### src/hw/rtl/tgu_pkg.sv
// Shared definitions for the triangle tangent block: field widths, sequencing
// constants and the controller-to-datapath command bundle.
// No dependencies.
`timescale 1ns / 1ps

package tgu_pkg;

   // Fixed field widths of the item channels
   localparam int ID_WIDTH   = 16;
   localparam int DATA_WIDTH = 32;

   // Defaults for the top-level parameters
   localparam int DEF_INDEX_BITS = 16;
   localparam int DEF_FRAC_BITS  = 16;

   // Exact products and accumulators: 32 x 32 signed
   localparam int PROD_WIDTH = 2 * DATA_WIDTH;

   // Quotient bits below the saturation point of a signed 32-bit result
   localparam int QUO_BITS = DATA_WIDTH - 1;

   // Multiply schedule: det (2 products) and three numerators (2 each)
   localparam int MUL_STEPS      = 8;
   localparam int MUL_STEP_WIDTH = $clog2(MUL_STEPS);

   // Shared step counter covers the multiply schedule and the divide loop
   localparam int STEP_WIDTH = $clog2(QUO_BITS);

   // Corner position within a face
   localparam logic [1:0] CORNER_FIRST  = 2'd0;
   localparam logic [1:0] CORNER_SECOND = 2'd1;
   localparam logic [1:0] CORNER_LAST   = 2'd2;

   // Saturation bounds of a tangent component
   localparam logic signed [DATA_WIDTH-1:0] TAN_MAX = {1'b0, {(DATA_WIDTH-1){1'b1}}};
   localparam logic signed [DATA_WIDTH-1:0] TAN_MIN = {1'b1, {(DATA_WIDTH-1){1'b0}}};

   typedef struct packed {
      logic                      load_c0;    // capture first corner
      logic                      load_c1;    // capture second corner, form dP1/dUV1
      logic                      load_c2;    // capture third corner, form dP2/dUV2
      logic [MUL_STEP_WIDTH-1:0] mul_step;   // operand pair for the multiplier
      logic                      acc_en;     // fold previous product
      logic [MUL_STEP_WIDTH-1:0] acc_step;   // which product is being folded
      logic                      div_init;   // set up divider lanes
      logic                      div_step;   // one quotient bit per lane
      logic                      div_done;   // latch tangent and face ids
      logic [1:0]                emit_idx;   // corner of the result on offer
   } tgu_cmd_type;

endpackage

### src/hw/rtl/tgu_ctrl.sv
// Sequencer of the triangle tangent block: corner counting, multiply
// schedule, divide loop and result emission. Uses tgu_pkg.
`timescale 1ns / 1ps

module tgu_ctrl
   import tgu_pkg::*;
(
   input  logic        clock,
   input  logic        reset,
   input  logic        req_valid,
   output logic        req_ready,
   output logic        rsp_valid,
   input  logic        rsp_ready,
   output tgu_cmd_type cmd
);

   typedef enum logic [2:0] {
      S_IDLE,
      S_MUL,
      S_DINIT,
      S_DIV,
      S_FIN,
      S_EMIT
   } state_type;

   state_type             state_ff, state_in;
   logic [1:0]            cnt_ff, cnt_in;
   logic [STEP_WIDTH-1:0] step_ff, step_in;
   logic [1:0]            emit_ff, emit_in;
   logic                  req_fire;
   logic                  rsp_fire;

   always_comb begin
      // Corners of the next face may come in while results drain,
      // but the closing corner waits until the result buffer is free.
      req_ready = (state_ff == S_IDLE) ||
                  ((state_ff == S_EMIT) && (cnt_ff != CORNER_LAST));
      rsp_valid = (state_ff == S_EMIT);
      req_fire  = req_valid && req_ready;
      rsp_fire  = rsp_valid && rsp_ready;

      cmd.load_c0  = req_fire && (cnt_ff == CORNER_FIRST);
      cmd.load_c1  = req_fire && (cnt_ff == CORNER_SECOND);
      cmd.load_c2  = req_fire && (cnt_ff == CORNER_LAST);
      cmd.mul_step = step_ff[MUL_STEP_WIDTH-1:0];
      cmd.acc_en   = (state_ff == S_MUL) && (step_ff != '0);
      cmd.acc_step = MUL_STEP_WIDTH'(step_ff - 1'b1);
      cmd.div_init = (state_ff == S_DINIT);
      cmd.div_step = (state_ff == S_DIV);
      cmd.div_done = (state_ff == S_FIN);
      cmd.emit_idx = emit_ff;

      cnt_in   = cnt_ff;
      state_in = state_ff;
      step_in  = step_ff;
      emit_in  = emit_ff;

      if (req_fire) begin
         cnt_in = (cnt_ff == CORNER_LAST) ? CORNER_FIRST : cnt_ff + 1'b1;
      end

      case (state_ff)
         S_IDLE: begin
            if (cmd.load_c2) begin
               state_in = S_MUL;
               step_in  = '0;
            end
         end
         S_MUL: begin
            // the final step folds the last product
            if (step_ff == STEP_WIDTH'(MUL_STEPS)) begin
               state_in = S_DINIT;
            end else begin
               step_in = step_ff + 1'b1;
            end
         end
         S_DINIT: begin
            state_in = S_DIV;
            step_in  = '0;
         end
         S_DIV: begin
            if (step_ff == STEP_WIDTH'(QUO_BITS - 1)) begin
               state_in = S_FIN;
            end else begin
               step_in = step_ff + 1'b1;
            end
         end
         S_FIN: begin
            state_in = S_EMIT;
            emit_in  = CORNER_FIRST;
         end
         S_EMIT: begin
            if (rsp_fire) begin
               if (emit_ff == CORNER_LAST) begin
                  state_in = S_IDLE;
               end else begin
                  emit_in = emit_ff + 1'b1;
               end
            end
         end
         default: begin
            state_in = S_IDLE;
         end
      endcase
   end

   always_ff @(posedge clock) begin
      if (reset) begin
         state_ff <= S_IDLE;
         cnt_ff   <= CORNER_FIRST;
         step_ff  <= '0;
         emit_ff  <= CORNER_FIRST;
      end else begin
         state_ff <= state_in;
         cnt_ff   <= cnt_in;
         step_ff  <= step_in;
         emit_ff  <= emit_in;
      end
   end

endmodule

### config.mk
export PLATFORM = sky130hd
export DESIGN_NAME = tgu_ctrl
export DESIGN_NICKNAME = d
export VERILOG_FILES = /design/src/hw/rtl/tgu_pkg.sv /design/src/hw/rtl/tgu_ctrl.sv
export SDC_FILE = /design/constraint.sdc
export NUM_CORES = 1
export LEC_CHECK = 0
export BUFFER_PORTS_ARGS = -buffer_cell sky130_fd_sc_hd__buf_2
export CAP_MARGIN = 25
export CORE_ASPECT_RATIO = 1.1
export CORE_UTILIZATION = 47
export DETAILED_ROUTE_END_ITERATION = 12
export GPL_TIMING_DRIVEN = 0
export PLACE_DENSITY = 0.84
export REMOVE_ABC_BUFFERS = 1
export SLEW_MARGIN = 20
export SYNTH_ARGS = -nofsm -noshare
export SYNTH_HDL_FRONTEND = slang
export SYNTH_SLANG_ARGS = --single-unit
### constraint.sdc
create_clock -name clock -period 3.45 [get_ports clock]
set_input_delay 0.345 -clock clock [delete_from_list [all_inputs] [get_ports clock]]
set_output_delay 0.345 -clock clock [all_outputs]
set_load 0.01 [all_outputs]
# Yosys cells after proc, flatten, opt, wreduce, memory -nomap -nowiden
# Index checks and enable logic that the tools add are counted.
[classes]
n_addsub = 4
n_eq_ne = 19
mux = 14
n_reduce_logical = 16
[op_table]
columns = ["op", "count"]
rows = [
  ["5-bit case mux with 4 select lines", 1],
  ["3-bit case mux with 6 select lines", 1],
  ["3-bit 2-to-1 mux", 5],
  ["5-bit 2-to-1 mux", 3],
  ["2-bit != test, second input constant", 5],
  ["2-bit by 1-bit != test with 1-bit output, second input constant", 4],
  ["1-bit logical AND", 7],
  ["3-bit by 2-bit == test with 1-bit output, second input constant", 2],
  ["3-bit == test, second input constant", 2],
  ["2-bit 2-to-1 mux", 3],
  ["5-bit by 1-bit adder with 5-bit output, second input constant", 1],
  ["5-bit by 4-bit == test with 1-bit output, second input constant", 1],
  ["5-bit == test, second input constant", 1],
  ["5-bit AND reduction", 1],
  ["5-bit nonzero test", 1],
  ["2-bit by 1-bit adder with 2-bit output, second input constant", 2],
  ["2-bit == test, second input constant", 2],
  ["2-bit case mux with 2 select lines", 1],
  ["4-bit AND reduction", 1],
  ["4-bit nonzero test", 1],
  ["3-bit by 1-bit == test with 1-bit output, second input constant", 1],
  ["3-bit zero test", 1],
  ["3-bit AND reduction", 1],
  ["3-bit by 1-bit subtractor with 3-bit output, second input constant", 1],
  ["4 further kinds", 4],
]
[totals]
ff_bits = 12
in_bits = 4
output_inout_bits = 17
word_cells = 57

# Longest topological paths before layout
# Gate-level depths: netlist of the first run.
[logic_depth]
ltp_word = 7
mapped_depth = 6
ltp_nobuf = 6

# Least setup slack after synthesis of the first run
# No wires, ideal clock.
[synth_timing]
path_type = "flip-flop to flip-flop"
startpoint = "reg step_ff[0]"
endpoint = "reg step_ff[3]"
setup_ns = 0.091
arrival_time_ns = 1.607
required_time_ns = 3.359
path_slack_ns = 1.752
path_stages_with_launch = 7
n_path_buf = 0
synth_period_minus_slack_ns = 1.698
path_cell_list = "dfxtp_1 inv_1 ha_1 or4b_4 a21oi_4 nor3_2 a311oi_1"
[synth_between]
elab_chain_cells = 3
elab_cells_between_ends = 9
classes_between = "add/sub (1); eq/ne (4); mux (3); reduce/logical (1)"
[synth_rtl]
columns = ["item", "line_no", "text"]
rows = [
  ["start, declared", "tgu_ctrl.sv:28", "logic [STEP_WIDTH-1:0] step_ff, step_in;"],
  ["start signal, assigned", "tgu_ctrl.sv:116", "step_ff <= step_in;"],
  ["5-bit by 1-bit adder with 5-bit output, or another cell as far along", "tgu_ctrl.sv:74, tgu_ctrl.sv:85", ""],
  ["5-bit 2-to-1 mux, or another cell as far along", "tgu_ctrl.sv:82", "if (step_ff == STEP_WIDTH'(QUO_BITS - 1)) begin"],
  ["5-bit case mux with 4 select lines / 4-bit AND reduction (equally long branches)", "n/a", ""],
]
# Several ways; a longest one is shown, not always the timed one. The select of a mux whose other input is x is not followed.
# A chain may end at the register's enable or synchronous reset.

==> results of run 1 <==
cell usage after synthesis, drive strengths merged (3+ instances only):
| cell | instances | area (sq um) |
|---|---|---|
| buf | 6 | 48.80 |
| ha | 5 | 62.56 |
| nor3 | 8 | 45.04 |
| nand2b | 5 | 31.28 |
| a21oi | 5 | 36.29 |
| inv | 9 | 33.78 |
| o21ai | 3 | 15.01 |
| dfxtp | 12 | 240.2 |
| nand3 | 6 | 30.03 |
| nand2 | 8 | 30.03 |
| nor2 | 13 | 48.80 |
through the flow:
stage	hold WS (ps)	utilization, %	cells
2_1_floorplan	414.1	-	103
3_5_place_dp	493.7	56.21	140
6_report	388.9	57.58	143
4_1_cts	374.5	57.58	143
5_1_grt	394.3	57.58	143
3_3_place_gp	473.5	56.21	140
state kept, by name (all words and copies together) (netlist names):
name and count:
step_ff 5, state_ff 3, cnt_ff 2, emit_ff 2
metal layers:
metal,track usage [%],up-vias
li1,-,420
met1,23.20,380
met2,33.33,28
met3,6.923,4
met4,8.750,0
met5,0,-
worst reg2reg max path, stage by stage, from the launching register on:
cell and delay, ps:
dfxtp_1 330, inv_1 160, ha_1 200, or4b_4 510
a21oi_4 190, nor3_2 90, o32ai_1 260
worst paths after layout:
check,from,end,depth (start not counted)
worst min register to register,emit_ff[1]$_SDFFE_PP0P_,emit_ff[1]$_SDFFE_PP0P_,2
worst max register to register,step_ff[0]$_SDFFE_PP0P_,step_ff[0]$_SDFFE_PP0P_,6
worst min-delay path,reset,emit_ff[0]$_SDFFE_PP0P_,2
worst max-delay path,state_ff[2]$_SDFFE_PP0P_,cmd[13],4
power by group:
part           internal, mW  switching, mW  total, mW
logic                0.0161         0.0200     0.0360
clock network        0.0405         0.0448     0.0852
registers             0.142        0.00495      0.147
layout make-up:
cell class / instances / area [sq um]
multi-input cells: 82 / 533.0
inverters: 9 / 33.78
repair buffers: 20 / 100.1
fillers: 155 / 700.7
well taps: 17 / 21.27
flip-flops and latches: 12 / 240.2
clock buffers: 3 / 22.52
logic make-up (layout without fill, tap and decap cells):
logic type	count (synthesis)	count (layout)	synth area share, %
AND/OR/NAND/NOR	54	54	33.62
AO/OA/AOI/OAI	20	20	17.39
buffers and inverters	17	32	10.44
flip-flops	12	12	27.83
adder cells (fa/ha/maj)	5	5	7.246
multiplexers	2	2	2.464
XOR/XNOR	1	1	1.015
==> results.toml, run 1 <==
[logic_synthesis]
synth_edf_count = 0
ys_seq_area_share_pct = 27.83
yosysWarningCount = 0
synth_flop_cell = "dfxtp_1"
synthArstFlopShare_pct = 0
synth_area_sq_um = 863.3
ys_ff_latch = 12
synth_cells = 111
synth_cell_type_count = 38
avgSynthCellArea_sq_um = 7.778

[timing]
hold_viol = 0
setup_tns_ps = 0
worst_slew_pin_slew_ps = 439.8
drv_slew = 0
setup_viol = 0
max_freq_mhz = 476.9
fin_ws_ps = 1353
period_share_pct = 60.78
relSlewSlack_pct = 70.64
fin_skew_ps = 4.971
period_needed_ps = 2097
rsz0062_at_grt = "no"

[cells_and_area]
fin_nets = 137
layout_commonest_cell = "buf_2"
num_antenna_cells = 0
fin_area_sq_um = 950.9
layout_common_cells = "buf_2, nor2_1, dfxtp_1, inv_1, nand2_1"
drive_gt1_share_pct = 21.43
area_growth_pct = 10.14

[route]
drc = 0
highest_layer = "met4"
avgRoutedWirePerCell_um = 12.51
drtIter0Drc = 19
via_per_inst = 5.818
totalWireLength_um = 1789
postRouteAntennaNets = 0
wirelength_met1_um = 804
first_pass_iters = 4
wl_met2_um = 841
via_count = 832
wl_met3_um = 118

[global_routing]
grt_pass1_vias = 715
grt.total_usage_pct = 19.82
grt_pass1_wl_um = 2967
grt_max_degree = 15
antenna_found_initial = 0
grt_overflow_total = 0

[critical_path]
arrival_ps = 1750
cp-end-kind = "output pin"
cp-start-kind = "flop"
path_delay_family = "flip-flops"
path_cells = "nand3_1, a211o_1, nor3b_1, buf_2"
crit_fanout = 14
cp_num_buf_inv = 1
critPathMaxStageDelay_ps = 590
cpMaxStageDelayCell = "dfxtp_1"
path_class = "flop to output pin"
worstPathRequired_ps = 3110
r2r_slack_ps = 1620

[power_and_ir_drop]
design_power_total_mw = 0.2681
ir_drop_mv = 0.1936
p_per_area_nw_per_um2 = 281.9
p_leak_nw = 0.3959

[floorplanning]
die_area_sq_um = 2013
core_sq_um = 1652
die_width_um = 42.87
num_rows = 15
die_h_um = 46.95
start_util_pct = 52.27
io_pins = 21

[clock_tree]
ctsRootBufferMaster = "clkbuf_4"
cts_tree = "yes"
ctsHoldBuffers = 0
cts.clk_slew.worst_paths_ps = 70
post_cts_buffers = 0
cts-resized-gates = 0
cts_buffers = 3
h-tree-depth = 1
clock_latency_ps = 280
cts_buffer_depth = 2
cts.sinks = 12

[placed_design]
port_buffers = 20
finalWeightedCongestion = 0.8824
placed_area_sq_um = 928.4
dpl.hpwl_um = 1351
pre_cts_ws_ps = 1617

[hold_path]
holdCritPathClass = "input pin to flop"

[run_status]
run_status = "finished clean"

[job]
cap_violations = 0
(Power assumes the default switching activity.)
==> run 2: changes to the inputs <==
clock period = 1.98 ns   (was 3.45 ns; I/O delays follow)
==> run 2 against run 1 <==
  * Hold slack got worse by 150 ps
  * Core utilization increased by 0.076 points
  * Via count rose by 0.48%
  * Largest power group unchanged
  * Sequential share of layout area grew 0.098 points
  * Clock power is 76% higher
  * Non-clock buffer count unchanged
  * Register-to-register slack lost 1500 ps
  * Clock skew increased by 0.94 ps
  * Die area unchanged
  * Wire length up 0.34%
  * First-iteration DRC count down 5.3%
  * Critical path type unchanged
  * Clock-buffer cell count did not move
==> results.toml, run 2 (same netlist as run 1, synthesis figures left out) <==
[timing]
hold_viol = 0
period_needed_ps = 1859
rsz0062_at_grt = "no"
fin_skew_ps = 5.913
max_freq_mhz = 538.0
worst_slew_pin_slew_ps = 329.9
drv_slew = 0
relSlewSlack_pct = 77.98
period_share_pct = 93.88
setup_tns_ps = 0
setup_viol = 0
hold_ws_ps = 239.0

[clock_tree]
clock_latency_ps = 280
ctsRootBufferMaster = "clkbuf_4"
cts.clk_slew.worst_paths_ps = 70
cts_buffers = 3
cts_buffer_depth = 2
h-tree-depth = 1
cts_tree = "yes"
post_cts_buffers = 0
cts.sinks = 12

[power_and_ir_drop]
p_per_area_nw_per_um2 = 491.7
ir_drop_mv = 0.3379
p_leak_nw = 0.3964
design_power_total_mw = 0.4682

[global_routing]
grt_pass1_vias = 715
grt_max_degree = 15
grt_pass1_wl_um = 2967
antenna_found_initial = 0
grt_overflow_total = 0
grt.total_usage_pct = 19.82

[cells_and_area]
top_regs = "step_ff x5, state_ff x3"
layout_common_cells = "buf_2, nor2_1, dfxtp_1, inv_1, nand2_1"
num_antenna_cells = 0
layout_commonest_cell = "buf_2"
drive_gt1_share_pct = 22.22
area_growth_pct = 10.29
top_register = "step_ff"
postLayoutCoreUtil_pct = 57.65
largest_reg_flops = 5
fin_nets = 137

[critical_path]
arrival_ps = 1660
path_class = "flop to output pin"
cp-start-kind = "flop"
crit_fanout = 10
cp-end-kind = "output pin"
crit_end = "cmd[13]"
worstPathRequired_ps = 1780
r2r_slack_ps = 150
rr_endpoint = "step_ff[0]$_SDFFE_PP0P_"
r2r_start = "step_ff[0]$_SDFFE_PP0P_"
worstRegToRegCells = 6
critPathLaunch = "state_ff[0]$_SDFFE_PP0P_"

[floorplanning]
io_pins = 21
die_h_um = 46.95
core_sq_um = 1652
start_util_pct = 52.27
die_width_um = 42.87
die_area_sq_um = 2013
num_rows = 15

[hold_path]
holdCritPathClass = "input pin to flop"

[placed_design]
dpl.hpwl_um = 1351
finalWeightedCongestion = 0.8824
port_buffers = 20

[job]
cap_violations = 0

[route]
drtIter0Drc = 18
avgRoutedWirePerCell_um = 12.55
via_count = 836
postRouteAntennaNets = 0
drc = 0
first_pass_iters = 4
via_per_inst = 5.846
totalWireLength_um = 1795

[run_status]
run_status = "finished clean"
==> run 2: cell counts in the layout (fill, tap and decap cells not counted) <==
No cell type changed its count.
==> run 2: worst min path at each step <==
stage                                  startpoint                       to  slack [ps]  cells after the start
after floorplan                             reset  emit_ff[0]$_SDFFE_PP0P_         270                      1
after global placement    emit_ff[1]$_SDFFE_PP0P_  emit_ff[1]$_SDFFE_PP0P_         470                      2
after detailed placement  emit_ff[1]$_SDFFE_PP0P_  emit_ff[1]$_SDFFE_PP0P_         490                      2
after CTS                                   reset  emit_ff[0]$_SDFFE_PP0P_         230                      2
after global routing                        reset  step_ff[4]$_SDFFE_PP0P_         250                      2
final                                       reset  emit_ff[0]$_SDFFE_PP0P_         240                      2
==> run 2: repair_timing <==
item,in CTS,in global routing
hold buffers,0,0
endpoints found under the setup margin,0,2
resized for setup,0,1
endpoints found under the hold margin,0,0
==> run 2: final cells by class <==
class,instances,area [sq um]
fill,154,699.4
multi-input combinational,82,533.0
sequential,12,241.5
timing repair buffer,20,100.1
inverter,9,33.78
clock buffer,3,22.52
tap,17,21.27
==> run 2: where the power goes <==
part	total [mW]	switching, mW	internal [mW]
logic	0.0628	0.0348	0.0280
clock network	0.150	0.0791	0.0706
registers	0.256	0.00865	0.247
total	0.468	0.123	0.346
==> run 2: critical path, stage by stage (launching register included) <==
cell and delay, ps:
dfxtp_1 520, nand3_1 150, a211o_1 380, nor3b_1 180, buf_2 150
==> run 2: per-layer routing <==
metal	up-vias	part of all wire, %	global-route usage [%]
met5	-	0	0
met4	0	1.6	8.750
met3	6	5.8	6.923
met2	25	47	33.33
met1	385	45	23.20
li1	420	-	-
==> run 2: metrics by stage <==
step / instances / instance area, sq um / worst slack [ps]
finish: 143 / 952.2 / 121.1
floorplan: 103 / 807.0 / 227.5
global route: 143 / 952.2 / 11.88
detailed placement: 140 / 928.4 / 147.3
global placement: 140 / 928.4 / 182.3
CTS: 143 / 950.9 / 30.43
==> run 3: changes to the inputs <==
CELL_PAD_IN_SITES_DETAIL_PLACEMENT = 1   (was unset)
CELL_PAD_IN_SITES_GLOBAL_PLACEMENT = 1   (was unset)
CORE_UTILIZATION = 37   (was 47)
PLACE_DENSITY = 0.89   (was 0.84)
==> run 3 against run 2 <==
  * Setup slack improved by 9.7 ps
  * Global-route usage fell by 0.23 points
  * Clock power increased by 32%
  * Fmax is 0.53% higher
  * Cell count is 8.4% higher
  * Clock-buffer cell count rose by 1
  * Clock skew decreased by 0.71 ps
  * Flip-flop and latch count is the same
  * Register-to-register slack worse by 20 ps
  * Critical path depth increased by 1
  * Hold slack better by 16 ps
  * Non-clock buffer count unchanged
==> results.toml, run 3 (same netlist as run 1, synthesis figures left out) <==
[route]
via_per_inst = 5.400
wl_met3_um = 82
drtIter0Drc = 11
drc = 0
avgRoutedWirePerCell_um = 14.10
postRouteAntennaNets = 0
wirelength_met1_um = 997
first_pass_iters = 4
via_count = 837
highest_layer = "met4"
wl_met2_um = 1090
totalWireLength_um = 2186

[cells_and_area]
fin_area_sq_um = 989.7
layout_common_cells = "buf_2, nor2_1, dfxtp_1, inv_1, nand2_1"
top_register = "step_ff"
num_antenna_cells = 0
layout_commonest_cell = "buf_2"
fin_nets = 137
top_regs = "step_ff x5, state_ff x3"
drive_gt1_share_pct = 24.41
area_growth_pct = 14.64
final_cells = 155
largest_reg_flops = 5

[hold_path]
holdCritPathClass = "input pin to flop"
whs_path_depth = 2

[timing]
period_share_pct = 93.39
hold_viol = 0
setup_viol = 0
relSlewSlack_pct = 76.56
period_needed_ps = 1849
setup_tns_ps = 0
drv_slew = 0
rsz0062_at_grt = "no"
fin_skew_ps = 5.205
hold_ws_ps = 254.9
max_freq_mhz = 540.8
worst_slew_pin_slew_ps = 351.0

[global_routing]
grt_pass1_wl_um = 3477
grt_max_degree = 15
grt.total_usage_pct = 19.59
grt_pass1_vias = 749
antenna_found_initial = 0
grt_overflow_total = 0

[critical_path]
cp-start-kind = "flop"
worstRegToRegCells = 6
arrival_ps = 1650
cp-end-kind = "output pin"
worstPathRequired_ps = 1780
path_class = "flop to output pin"
crit_fanout = 7

[clock_tree]
cts.clk_slew.worst_paths_ps = 80
post_cts_buffers = 0
ctsRootBufferMaster = "clkbuf_4"
cts_tree = "yes"
h-tree-depth = 1
cts_buffers = 3
clock_latency_ps = 270
ctsHoldBuffers = 0
cts_buffer_depth = 2
cts-resized-gates = 1
cts.sinks = 12

[floorplanning]
die_width_um = 48.06
num_rows = 17
core_sq_um = 2106
die_h_um = 52.66
io_pins = 21
start_util_pct = 41.00
die_area_sq_um = 2531

[placed_design]
dpl.hpwl_um = 1658
placed_area_sq_um = 942.2
port_buffers = 20
finalWeightedCongestion = 0.8697
dp_cells = 151

[power_and_ir_drop]
p_leak_nw = 0.4053
p_per_area_nw_per_um2 = 525.0
ir_drop_mv = 0.4128

[run_status]
run_status = "finished clean"

[job]
cap_violations = 0
==> run 3: per-stage QoR <==
stage	total power [mW]	worst slack [ps]	util (%)
6_report	0.5196	130.8	47.00
5_1_grt	0.5439	2.461	47.00
4_1_cts	0.5229	95.46	46.52
3_5_place_dp	0.3271	102.8	44.74
3_3_place_gp	0.3225	205.5	44.74
2_1_floorplan	0.3006	227.5	-
==> run 3: area by class of cell <==
type	instances	area, sq um
clock buffers	4	36.28
fillers	273	1116
inverters	9	33.78
multi-input cells	82	539.3
flip-flops and latches	12	245.2
well taps	28	35.03
repair buffers	20	100.1
==> run 3: report_power, final <==
part	leakage [nW]	internal, mW	switching (mW)	total [mW]
Clock	0.0210	0.112	0.0869	0.198
Sequential	0.0983	0.246	0.00925	0.255
Combinational	0.286	0.0281	0.0379	0.0661
==> run 3: final timing paths <==
kind         slack [ps]                       end                    start
max reg2reg         130   step_ff[4]$_SDFFE_PP0P_  step_ff[0]$_SDFFE_PP0P_
min reg2reg         510   emit_ff[1]$_SDFFE_PP0P_  emit_ff[1]$_SDFFE_PP0P_
min                 250  state_ff[2]$_SDFFE_PP0P_                    reset
max                 130                   cmd[14]   cnt_ff[0]$_SDFFE_PP0P_
==> run 3: layer usage <==
layer	global-route usage, %	up-vias
met1	24.17	399
met4	5.556	0
met3	3.448	2
met2	33.56	20
met5	0	-
li1	-	416
==> run 3: worst max-delay path, cell delays in order, from the launching register on <==
cell and delay, ps:
dfxtp_1 410, nand2b_1 130, nand3_1 100, a211o_1 370, nor3_1 190, buf_2 180
